**src/rtl/core/urlap_pkg.sv**
```systemverilog
// Shared types and constants for the URL authority parser.
// Used by urlap_front, urlap_back and url_authority_parser_core.
`default_nettype none

package urlap_pkg;

  localparam int unsigned DefMaxUrlLen = 4096;
  localparam int unsigned FieldW       = 13;
  localparam int unsigned PortW        = 16;
  localparam int unsigned PortMax      = 65535;

  // Depth of the queue between the front and the back.
  localparam int unsigned QDepth = 2;
  localparam int unsigned QPtrW  = (QDepth > 1) ? $clog2(QDepth) : 1;
  localparam int unsigned QCntW  = $clog2(QDepth + 1);

  localparam logic [7:0] ChColon = 8'h3a;
  localparam logic [7:0] ChSlash = 8'h2f;
  localparam logic [7:0] ChLbr   = 8'h5b;
  localparam logic [7:0] ChRbr   = 8'h5d;
  localparam logic [7:0] ChZero  = 8'h30;
  localparam logic [7:0] ChNine  = 8'h39;

  typedef enum logic [2:0] {
    CLS_OTHER = 3'd0,
    CLS_DIGIT = 3'd1,
    CLS_COLON = 3'd2,
    CLS_SLASH = 3'd3,
    CLS_LBR   = 3'd4,
    CLS_RBR   = 3'd5
  } char_class_e;

  typedef enum logic [3:0] {
    STS_OK           = 4'd0,
    STS_EMPTY        = 4'd1,
    STS_NO_SEP       = 4'd2,
    STS_EMPTY_SCHEME = 4'd3,
    STS_NO_HOST      = 4'd4,
    STS_NO_BRACKET   = 4'd5,
    STS_BAD_PORT     = 4'd6,
    STS_PORT_RANGE   = 4'd7,
    STS_EMPTY_HOST   = 4'd8,
    STS_TOO_LONG     = 4'd9
  } status_e;

  // One classified beat as it travels through the queue.
  typedef struct packed {
    char_class_e cls;
    logic [3:0]  digit;
    logic        present;
    logic        last;
  } q_item_t;

  typedef struct packed {
    status_e             status;
    logic [FieldW-1:0]   scheme_len;
    logic [FieldW-1:0]   host_offset;
    logic [FieldW-1:0]   host_len;
    logic                port_flag;
    logic [PortW-1:0]    port_value;
    logic [FieldW-1:0]   path_offset;
    logic [FieldW-1:0]   path_len;
  } result_t;

  // Reduces a widened offset or length to the reported field width.
  function automatic logic [FieldW-1:0] to_field(logic [31:0] v);
    return v[FieldW-1:0];
  endfunction

endpackage

`default_nettype wire

```
**src/rtl/core/urlap_front.sv**
```systemverilog
// Front end of the URL authority parser: classifies each input beat and
// holds it in a short queue for the back end. Depends on urlap_pkg.
`default_nettype none

module urlap_front import urlap_pkg::*; (
  input  wire logic       clk_i,
  input  wire logic       rst_ni,
  input  wire logic       in_valid_i,
  output logic            in_stall_o,
  input  wire logic [7:0] in_byte_i,
  input  wire logic       byte_present_i,
  input  wire logic       last_i,
  output logic            q_valid_o,
  output q_item_t         q_item_o,
  input  wire logic       q_pop_i
);

  q_item_t             item;
  q_item_t             entries_q [QDepth];
  logic [QPtrW-1:0]    wr_ptr_q, wr_ptr_d;
  logic [QPtrW-1:0]    rd_ptr_q, rd_ptr_d;
  logic [QCntW-1:0]    count_q, count_d;
  logic                push;
  logic                pop;

  always_comb begin
    item.present = byte_present_i;
    item.last    = last_i;
    item.digit   = in_byte_i[3:0];
    if (in_byte_i == ChColon) begin
      item.cls = CLS_COLON;
    end else if (in_byte_i == ChSlash) begin
      item.cls = CLS_SLASH;
    end else if (in_byte_i == ChLbr) begin
      item.cls = CLS_LBR;
    end else if (in_byte_i == ChRbr) begin
      item.cls = CLS_RBR;
    end else if (in_byte_i >= ChZero && in_byte_i <= ChNine) begin
      item.cls = CLS_DIGIT;
    end else begin
      item.cls = CLS_OTHER;
    end
  end

  assign in_stall_o = (count_q == QCntW'(QDepth));
  assign push       = in_valid_i && !in_stall_o;
  assign q_valid_o  = (count_q != '0);
  assign pop        = q_pop_i && q_valid_o;
  assign q_item_o   = entries_q[rd_ptr_q];

  always_comb begin
    wr_ptr_d = wr_ptr_q;
    rd_ptr_d = rd_ptr_q;
    count_d  = count_q;
    if (push) begin
      wr_ptr_d = (wr_ptr_q == QPtrW'(QDepth - 1)) ? '0 : wr_ptr_q + 1'b1;
    end
    if (pop) begin
      rd_ptr_d = (rd_ptr_q == QPtrW'(QDepth - 1)) ? '0 : rd_ptr_q + 1'b1;
    end
    if (push && !pop) begin
      count_d = count_q + 1'b1;
    end else if (pop && !push) begin
      count_d = count_q - 1'b1;
    end
  end

  always_ff @(posedge clk_i or negedge rst_ni) begin
    if (!rst_ni) begin
      wr_ptr_q <= '0;
      rd_ptr_q <= '0;
      count_q  <= '0;
    end else begin
      wr_ptr_q <= wr_ptr_d;
      rd_ptr_q <= rd_ptr_d;
      count_q  <= count_d;
    end
  end

  always_ff @(posedge clk_i) begin
    if (push) begin
      entries_q[wr_ptr_q] <= item;
    end
  end

endmodule

`default_nettype wire

```
**src/rtl/core/urlap_back.sv**
```systemverilog
// Back end of the URL authority parser: runs the parse state over the
// queued beats and registers one result per URL. Depends on urlap_pkg.
`default_nettype none

module urlap_back import urlap_pkg::*; #(
  parameter int unsigned MAX_URL_LEN = DefMaxUrlLen
) (
  input  wire logic    clk_i,
  input  wire logic    rst_ni,
  input  wire logic    q_valid_i,
  input  wire q_item_t q_item_i,
  output logic         q_pop_o,
  output logic         out_valid_o,
  input  wire logic    out_stall_i,
  output result_t      result_o
);

  localparam int unsigned PosW = $clog2(MAX_URL_LEN + 2);

  typedef enum logic [7:0] {
    PH_SCHEME     = 8'b0000_0001,
    PH_HOST_FIRST = 8'b0000_0010,
    PH_PLAIN      = 8'b0000_0100,
    PH_BRACKET    = 8'b0000_1000,
    PH_AFTER_BR   = 8'b0001_0000,
    PH_BPORT      = 8'b0010_0000,
    PH_BIGNORE    = 8'b0100_0000,
    PH_PATH       = 8'b1000_0000
  } phase_e;

  typedef enum logic [1:0] {
    PF_NONE  = 2'd0,
    PF_BAD   = 2'd1,
    PF_RANGE = 2'd2
  } port_fault_e;

  phase_e            phase_q, phase_d;
  port_fault_e       fault_q, fault_d;
  logic [PosW-1:0]   pos_q, pos_d;
  logic [PosW-1:0]   scheme_len_q, scheme_len_d;
  logic [PosW-1:0]   host_begin_q, host_begin_d;
  logic [PosW-1:0]   host_stop_q, host_stop_d;
  logic [PosW-1:0]   path_begin_q, path_begin_d;
  logic [PortW-1:0]  accum_q, accum_d;
  logic              last_colon_q, last_colon_d;
  logic              colon_slash_q, colon_slash_d;
  logic              colon_seen_q, colon_seen_d;
  logic              bracketed_q, bracketed_d;
  logic              closed_q, closed_d;

  logic              out_valid_q, out_valid_d;
  result_t           result_q, result_d;

  logic              take;
  logic              finish;
  logic              is_slash;
  logic              do_digit;
  logic [19:0]       port_next;
  logic [PosW-1:0]   host_limit;
  logic [PosW-1:0]   host_off;
  logic [PosW-1:0]   host_len;

  // A beat that ends a URL waits in the queue while the result register is busy.
  assign q_pop_o  = q_valid_i && (!q_item_i.last || !out_valid_q || !out_stall_i);
  assign finish   = q_pop_o && q_item_i.last;
  assign take     = q_pop_o && q_item_i.present && (pos_q < PosW'(MAX_URL_LEN));
  assign is_slash = (q_item_i.cls == CLS_SLASH);
  assign port_next = {1'b0, accum_q, 3'b000} + {3'b000, accum_q, 1'b0} +
                     {16'd0, q_item_i.digit};

  always_comb begin
    phase_d       = phase_q;
    fault_d       = fault_q;
    pos_d         = pos_q;
    scheme_len_d  = scheme_len_q;
    host_begin_d  = host_begin_q;
    host_stop_d   = host_stop_q;
    path_begin_d  = path_begin_q;
    accum_d       = accum_q;
    last_colon_d  = last_colon_q;
    colon_slash_d = colon_slash_q;
    colon_seen_d  = colon_seen_q;
    bracketed_d   = bracketed_q;
    closed_d      = closed_q;
    do_digit      = 1'b0;

    if (q_pop_o && q_item_i.present) begin
      pos_d = take ? pos_q + 1'b1 : PosW'(MAX_URL_LEN + 1);
    end

    if (take) begin
      unique case (phase_q)
        PH_SCHEME: begin
          if (is_slash && colon_slash_q) begin
            scheme_len_d = pos_q - PosW'(2);
            host_begin_d = pos_q + 1'b1;
            phase_d      = PH_HOST_FIRST;
          end
          colon_slash_d = is_slash && last_colon_q;
          last_colon_d  = (q_item_i.cls == CLS_COLON);
        end
        PH_HOST_FIRST, PH_PLAIN: begin
          // The first host byte that is neither '/' nor '[' is parsed as plain host text.
          if (is_slash) begin
            path_begin_d = pos_q;
            phase_d      = PH_PATH;
          end else if (phase_q == PH_HOST_FIRST && q_item_i.cls == CLS_LBR) begin
            bracketed_d = 1'b1;
            phase_d     = PH_BRACKET;
          end else begin
            phase_d = PH_PLAIN;
            if (q_item_i.cls == CLS_COLON) begin
              colon_seen_d = 1'b1;
              host_stop_d  = pos_q;
              accum_d      = '0;
              fault_d      = PF_NONE;
            end else begin
              do_digit = colon_seen_q;
            end
          end
        end
        PH_BRACKET: begin
          if (is_slash) begin
            path_begin_d = pos_q;
            phase_d      = PH_PATH;
          end else if (q_item_i.cls == CLS_RBR) begin
            closed_d    = 1'b1;
            host_stop_d = pos_q;
            phase_d     = PH_AFTER_BR;
          end
        end
        PH_AFTER_BR: begin
          if (is_slash) begin
            path_begin_d = pos_q;
            phase_d      = PH_PATH;
          end else if (q_item_i.cls == CLS_COLON) begin
            colon_seen_d = 1'b1;
            phase_d      = PH_BPORT;
          end else begin
            phase_d = PH_BIGNORE;
          end
        end
        PH_BPORT: begin
          if (is_slash) begin
            path_begin_d = pos_q;
            phase_d      = PH_PATH;
          end else begin
            do_digit = 1'b1;
          end
        end
        PH_BIGNORE: begin
          if (is_slash) begin
            path_begin_d = pos_q;
            phase_d      = PH_PATH;
          end
        end
        PH_PATH: begin
        end
        default: begin
        end
      endcase
    end

    // Only the first port fault since the most recent port colon is kept.
    if (do_digit && fault_q == PF_NONE) begin
      if (q_item_i.cls != CLS_DIGIT) begin
        fault_d = PF_BAD;
      end else if (port_next > 20'(PortMax)) begin
        fault_d = PF_RANGE;
      end else begin
        accum_d = port_next[PortW-1:0];
      end
    end
  end

  // The result is formed from the state after the final beat has been applied.
  always_comb begin
    host_limit = (phase_d == PH_PATH) ? path_begin_d : pos_d;
    if (bracketed_d) begin
      host_off = host_begin_d + 1'b1;
      host_len = host_stop_d - host_off;
    end else begin
      host_off = host_begin_d;
      host_len = (colon_seen_d ? host_stop_d : host_limit) - host_begin_d;
    end

    result_d = '0;
    priority if (pos_d == '0) begin
      result_d.status = STS_EMPTY;
    end else if (pos_d > PosW'(MAX_URL_LEN)) begin
      result_d.status = STS_TOO_LONG;
    end else if (phase_d == PH_SCHEME) begin
      result_d.status = STS_NO_SEP;
    end else if (scheme_len_d == '0) begin
      result_d.status = STS_EMPTY_SCHEME;
    end else if (phase_d == PH_HOST_FIRST) begin
      result_d.status = STS_NO_HOST;
    end else if (bracketed_d && !closed_d) begin
      result_d.status = STS_NO_BRACKET;
    end else if (colon_seen_d && fault_d == PF_BAD) begin
      result_d.status = STS_BAD_PORT;
    end else if (colon_seen_d && fault_d == PF_RANGE) begin
      result_d.status = STS_PORT_RANGE;
    end else if (host_len == '0) begin
      result_d.status = STS_EMPTY_HOST;
    end else begin
      result_d.status      = STS_OK;
      result_d.scheme_len  = to_field(32'(scheme_len_d));
      result_d.host_offset = to_field(32'(host_off));
      result_d.host_len    = to_field(32'(host_len));
      result_d.port_flag   = colon_seen_d;
      result_d.port_value  = colon_seen_d ? accum_d : '0;
      result_d.path_offset = to_field(32'(host_limit));
      result_d.path_len    = to_field(32'(pos_d - host_limit));
    end
  end

  always_comb begin
    if (finish) begin
      out_valid_d = 1'b1;
    end else if (out_stall_i) begin
      out_valid_d = out_valid_q;
    end else begin
      out_valid_d = 1'b0;
    end
  end

  always_ff @(posedge clk_i or negedge rst_ni) begin
    if (!rst_ni) begin
      phase_q       <= PH_SCHEME;
      fault_q       <= PF_NONE;
      pos_q         <= '0;
      scheme_len_q  <= '0;
      host_begin_q  <= '0;
      host_stop_q   <= '0;
      path_begin_q  <= '0;
      accum_q       <= '0;
      last_colon_q  <= 1'b0;
      colon_slash_q <= 1'b0;
      colon_seen_q  <= 1'b0;
      bracketed_q   <= 1'b0;
      closed_q      <= 1'b0;
      out_valid_q   <= 1'b0;
    end else begin
      out_valid_q <= out_valid_d;
      if (finish) begin
        phase_q       <= PH_SCHEME;
        fault_q       <= PF_NONE;
        pos_q         <= '0;
        scheme_len_q  <= '0;
        host_begin_q  <= '0;
        host_stop_q   <= '0;
        path_begin_q  <= '0;
        accum_q       <= '0;
        last_colon_q  <= 1'b0;
        colon_slash_q <= 1'b0;
        colon_seen_q  <= 1'b0;
        bracketed_q   <= 1'b0;
        closed_q      <= 1'b0;
      end else begin
        phase_q       <= phase_d;
        fault_q       <= fault_d;
        pos_q         <= pos_d;
        scheme_len_q  <= scheme_len_d;
        host_begin_q  <= host_begin_d;
        host_stop_q   <= host_stop_d;
        path_begin_q  <= path_begin_d;
        accum_q       <= accum_d;
        last_colon_q  <= last_colon_d;
        colon_slash_q <= colon_slash_d;
        colon_seen_q  <= colon_seen_d;
        bracketed_q   <= bracketed_d;
        closed_q      <= closed_d;
      end
    end
  end

  always_ff @(posedge clk_i) begin
    if (finish) begin
      result_q <= result_d;
    end
  end

  assign out_valid_o = out_valid_q;
  assign result_o    = result_q;

endmodule

`default_nettype wire

```
**src/rtl/core/url_authority_parser_core.sv**
```systemverilog
// URL authority parser, one URL character per beat on the input channel.
// Each beat carries in_byte_i, byte_present_i and last_i; a beat with
// byte_present_i low adds no character and only matters when last_i is high.
// The output channel gives one beat per URL, on the beat that carries last_i:
// a status code, the scheme length, the host and path offsets and lengths, and the port flag and value.
// Both channels move a beat at a clock edge where valid is high and stall low.
// Throughput is one input beat per cycle while in_stall_o is low; the parse
// state advances by one character per cycle in the back end while beats wait
// in the queue and no final beat is held back. out_valid_o rises once a URL's
// final beat is accepted: the beat is held in the front queue, and the parse
// step then loads the result register that drives the output channel.
// While the receiver stalls, the result holds and input beats keep filling the
// two-entry queue; in_stall_o rises only when that queue is full and the next
// URL's final beat is waiting behind the held result.
// Reset empties the queue, clears the parse state and drops any pending result.
// Characters past MAX_URL_LEN are counted as one overflow and give status 9.
`default_nettype none

module url_authority_parser_core import urlap_pkg::*; #(
  parameter int unsigned MAX_URL_LEN = DefMaxUrlLen
) (
  input  wire logic              clk_i,
  input  wire logic              rst_ni,
  input  wire logic              in_valid_i,
  output logic                   in_stall_o,
  input  wire logic [7:0]        in_byte_i,
  input  wire logic              byte_present_i,
  input  wire logic              last_i,
  output logic                   out_valid_o,
  input  wire logic              out_stall_i,
  output logic [3:0]             status_o,
  output logic [FieldW-1:0]      scheme_len_o,
  output logic [FieldW-1:0]      host_offset_o,
  output logic [FieldW-1:0]      host_len_o,
  output logic                   port_flag_o,
  output logic [PortW-1:0]       port_value_o,
  output logic [FieldW-1:0]      path_offset_o,
  output logic [FieldW-1:0]      path_len_o
);

  logic    q_valid;
  q_item_t q_item;
  logic    q_pop;
  result_t result;

  urlap_front u_front (
    .clk_i          (clk_i),
    .rst_ni         (rst_ni),
    .in_valid_i     (in_valid_i),
    .in_stall_o     (in_stall_o),
    .in_byte_i      (in_byte_i),
    .byte_present_i (byte_present_i),
    .last_i         (last_i),
    .q_valid_o      (q_valid),
    .q_item_o       (q_item),
    .q_pop_i        (q_pop)
  );

  urlap_back #(
    .MAX_URL_LEN (MAX_URL_LEN)
  ) u_back (
    .clk_i       (clk_i),
    .rst_ni      (rst_ni),
    .q_valid_i   (q_valid),
    .q_item_i    (q_item),
    .q_pop_o     (q_pop),
    .out_valid_o (out_valid_o),
    .out_stall_i (out_stall_i),
    .result_o    (result)
  );

  assign status_o      = result.status;
  assign scheme_len_o  = result.scheme_len;
  assign host_offset_o = result.host_offset;
  assign host_len_o    = result.host_len;
  assign port_flag_o   = result.port_flag;
  assign port_value_o  = result.port_value;
  assign path_offset_o = result.path_offset;
  assign path_len_o    = result.path_len;

endmodule

`default_nettype wire
```
**config.mk**
```make
export PLATFORM = sky130hd
export DESIGN_NAME = url_authority_parser_core
export DESIGN_NICKNAME = d
export VERILOG_FILES = /design/src/rtl/core/urlap_pkg.sv /design/src/rtl/core/urlap_front.sv /design/src/rtl/core/urlap_back.sv /design/src/rtl/core/url_authority_parser_core.sv
export SDC_FILE = /design/constraint.sdc
export NUM_CORES = 1
export LEC_CHECK = 0
export BUFFER_PORTS_ARGS = -buffer_cell sky130_fd_sc_hd__buf_2
export CORE_MARGIN = 8
export CORE_UTILIZATION = 55
export CTS_CLUSTER_DIAMETER = 80
export DETAILED_ROUTE_END_ITERATION = 12
export GPL_ROUTABILITY_DRIVEN = 0
export PLACE_DENSITY = 0.84
export SYNTH_ARGS = -nofsm -noshare
export SYNTH_HDL_FRONTEND = slang
export SYNTH_SLANG_ARGS = --single-unit
```
**constraint.sdc**
```tcl
create_clock -name clk_i -period 7.23 [get_ports clk_i]
set_input_delay 0.3615 -clock clk_i [delete_from_list [all_inputs] [get_ports clk_i]]
set_output_delay 0.3615 -clock clk_i [all_outputs]
set_load 0.02 [all_outputs]
```
==> metrics.csv <==
stage,metric,value,unit
outcome,status,"finished, final reports clean",
sta,skew,0.0119,ns
cells_and_area,drive_gt1_share,14.0,%
yosys,synth-async-reset-ratio,49.3,%
sta,rsz0062_at_grt,false,
clock_tree,clock-sinks,205,
grt,grt_overflow,0,
yosys,netlist_instances,1379,
worst_setup_path,r2r_end,u_back.result_o[40],
worst_setup_path,cp.arrival,7.12,ns
worst_setup_path,reg2reg_depth,24,
worst_setup_path,reg2reg_slack,0.43,ns
floorplanning,initial_core_util,55.6,%
route,drt-total-wl,32300,um
grt,grtUsageTotal,22.4,%
placed_design,portBuffers,101,
worst_setup_path,criticalPathCategory,reg2reg,
yosys,netlist_area,12900,um2
floorplanning,io-pin-count,102,
yosys,yosys-top-cells-count,"229 x nor2_1, 104 x edfxtp_1, 100 x dfrtp_1",
worst_setup_path,end_kind,flip-flop,
route,drt-vias-per-instance,6.03,
min_path,hold_class,in2reg,
sta,timing.slew.headroom,33.2,%
cells_and_area,fill_cells,1937,
sta,tns,0,ns
yosys,synth_top_area_share,24.1,%
sta,fmax,147,MHz
route,vias,10800,
yosys,synth_seq_cells,205,
yosys,synth_ff_type,edfxtp_1,
grt,grt_pass1_vias,10400,
worst_setup_path,crit_path_start_kind,flip-flop,
route,firstDrtPassIters,6,
clock_tree,clk-insertion-delay-late,0.51,ns
worst_setup_path,cp_data_required_time,7.55,ns
power_and_ir_drop,leakagePower,6.15,nW
worst_setup_path,crit_end,u_back.result_o[40],
route,ant_nets,0,
power_and_ir_drop,peakVddDrop,272,uV
yosys,synth_area_per_cell,9.39,um2
sta,holdWs,0.0564,ns
grt,antenna_found_initial,0,
floorplanning,core,23300,um2
yosys,synthTopCellsByArea,"edfxtp_1 24%, dfrtp_1 19%, ha_1 7.0%, nor2_1 6.6%, a21oi_1 3.4%",
job,cap_viol_max_count,0,
cells_and_area,areaGrowthSynthToFinish,11.6,%
clock_tree,cts_tree,done,
floorplanning,die_w,169,um
cells_and_area,multi_input_area,6790,um2
route,dr.first_iter.drc_count,1239,
cells_and_area,antenna_cells,0,
sta,drv_slew,0,
yosys,yosys.area.top_type,edfxtp_1,
worst_setup_path,crit_fanout,69,
grt,grt_max_degree,118,
yosys,ys_types,93,
clock_tree,htreeDepth,1,
placed_design,dp_hpwl,23200,um
grt,grt_pass1_wl,52900,um
worst_setup_path,worstReg2RegStart,u_back.phase_q[3],
power_and_ir_drop,p_per_area,304,nW/um2
sta,setup_violations,0,
cells_and_area,regArea,5650,um2
floorplanning,die_h,169,um
sta,report.final.hold_viol_count,0,
clock_tree,cts_buffers,23,
clock_tree,clock_path_buffers,3,
yosys,yosys_warnings,0,
yosys,synth_edf_count,104,
sta,worst_slew_pin_slew,0.993,ns
sta,fin_crit,6.80,ns
clock_tree,cts_root_buf,clkbuf_16,
yosys,syn_nets,1470,
floorplanning,rows,56,
worst_setup_path,crit_start,u_back.phase_q[3],
sta,period_share,94.0,%
yosys,synth.most_common_cell,nor2_1,
yosys,synth-seq-area-share,43.7,%
floorplanning,die_area,28700,um2
cells_and_area,nets,1549,
clock_tree,clk_pin_slew,0.07,ns
route,drcViolationCount,0,
route,wl_per_cell,18.0,um
[cell type report]
type / count / area share, %
inverter: 48 / 1.28
timing repair buffer: 130 / 5.13
clock buffer: 28 / 4.11
clock inverter: 13 / 0.641
multi-input combinational: 1050 / 47.0
tap: 319 / 2.76
sequential: 205 / 39.1
[how the worst min path moves through the flow]
stage                              endpoint  cells after the start  slack, ns           start
floorplan                 u_back.accum_q[0]                      0       0.07          rst_ni
global placement          u_back.accum_q[0]                      1       0.30          rst_ni
detailed placement        u_back.accum_q[0]                      1       0.31          rst_ni
CTS                 u_front.entries_q[1][1]                      1       0.04  byte_present_i
global route        u_front.entries_q[1][1]                      1       0.05  byte_present_i
finish              u_front.entries_q[1][1]                      1       0.06  byte_present_i
[what timing repair did]
item | CTS | global route
resized for setup | 0 | 1
hold endpoints to repair | 24 | 0
buffers inserted | 0 | 2
hold buffers | 1 | 0
setup endpoints to repair | 0 | 70
[flip-flops by register name (all words and copies together), names as in the netlist]
name                  flops
u_back.closed_q           1
u_back.result_o          86
u_back.host_begin_q      13
u_back.fault_q            2
u_front.rd_ptr_q          1
u_back.pos_q             13
u_back.path_begin_q      13
u_back.out_valid_o        1
u_front.wr_ptr_q          1
u_back.accum_q           16
u_front.count_q           2
u_back.bracketed_q        1
u_back.host_stop_q       13
u_back.phase_q            8
u_back.colon_slash_q      1
u_back.colon_seen_q       1
u_back.scheme_len_q      13
u_back.last_colon_q       1
u_front.entries_q        18
[cell families (layout without fill, tap and decap cells)]
group	Yosys count	count (layout)	synth area share, %
and+or+nand+nor	559	559	21.1
xor gates and xnor gates	86	86	5.88
adders and majority gates	78	78	7.81
muxes	40	40	3.19
DFF	205	205	43.7
AOI/OAI and AO/OA	287	287	14.3
buffers and inverters	124	219	4.01
[per-layer routing]
layer	vias to the layer above	global-route usage, %	share of wire (%)
met3	101	4.30	9.7
met1	5083	30.6	43
met4	0	8.50	3.4
li1	5102	-	-
met2	521	34.8	44
met5	-	0	0
[layout by cell type, fill, tap and decap left out, drive strengths merged, types with 19 or more instances in the layout]
master and instances:
nor2 234, buf 129, edfxtp 104, dfrtp 100, nand2 90, a21oi 88
ha 72, o21ai 68, nor3 58, xnor2 50, inv 48, xor2 36
mux2i 33, clkbuf 28, nand3 24, a31oi 21, nor4 19
[where the power goes]
| group | internal [mW] | total [mW] | leakage [nW] | switching, mW |
|---|---|---|---|---|
| Sequential | 1.53 | 1.64 | 2.42 | 0.110 |
| Clock | 0.619 | 1.08 | 0.331 | 0.457 |
| Combinational | 0.555 | 1.68 | 3.39 | 1.12 |
[per-stage QoR]
| step | util (%) | worst slack [ns] | power [mW] | instance area, um2 | std cells |
|---|---|---|---|---|---|
| after global routing | 62.1 | 0.0300 | 4.64 | 14500 | 1793 |
| after floorplan | - | 1.05 | 2.87 | 12900 | 1379 |
| after global placement | 59.1 | 0.760 | 3.29 | 13700 | 1749 |
| after CTS | 62.0 | 0.390 | 4.40 | 14400 | 1791 |
| final | 62.1 | 0.434 | 4.39 | 14500 | 1793 |
| after detailed placement | 59.1 | 0.412 | 3.31 | 13700 | 1749 |
[critical path: stages (launching register included)]
cell,delay [ns]
dfrtp_1,0.55
nor3_2,0.38
nand2_1,0.11
a2111oi_2,0.49
o211ai_2,0.26
o22ai_2,0.34
o211ai_1,0.28
nor2_1,0.17
buf_4,0.31
mux2i_1,0.29
o21ai_0,0.15
ha_1,0.26
fa_1,0.40
nand2b_1,0.18
a21oi_1,0.25
o41a_1,0.19
a41o_1,0.24
a31oi_1,0.18
or4_1,0.50
a211oi_1,0.30
nor2_1,0.08
nand3_2,0.11
o21ai_4,0.07
buf_12,0.19
nor3_1,0.25
No activity file was read; power rests on OpenSTA's default activity.
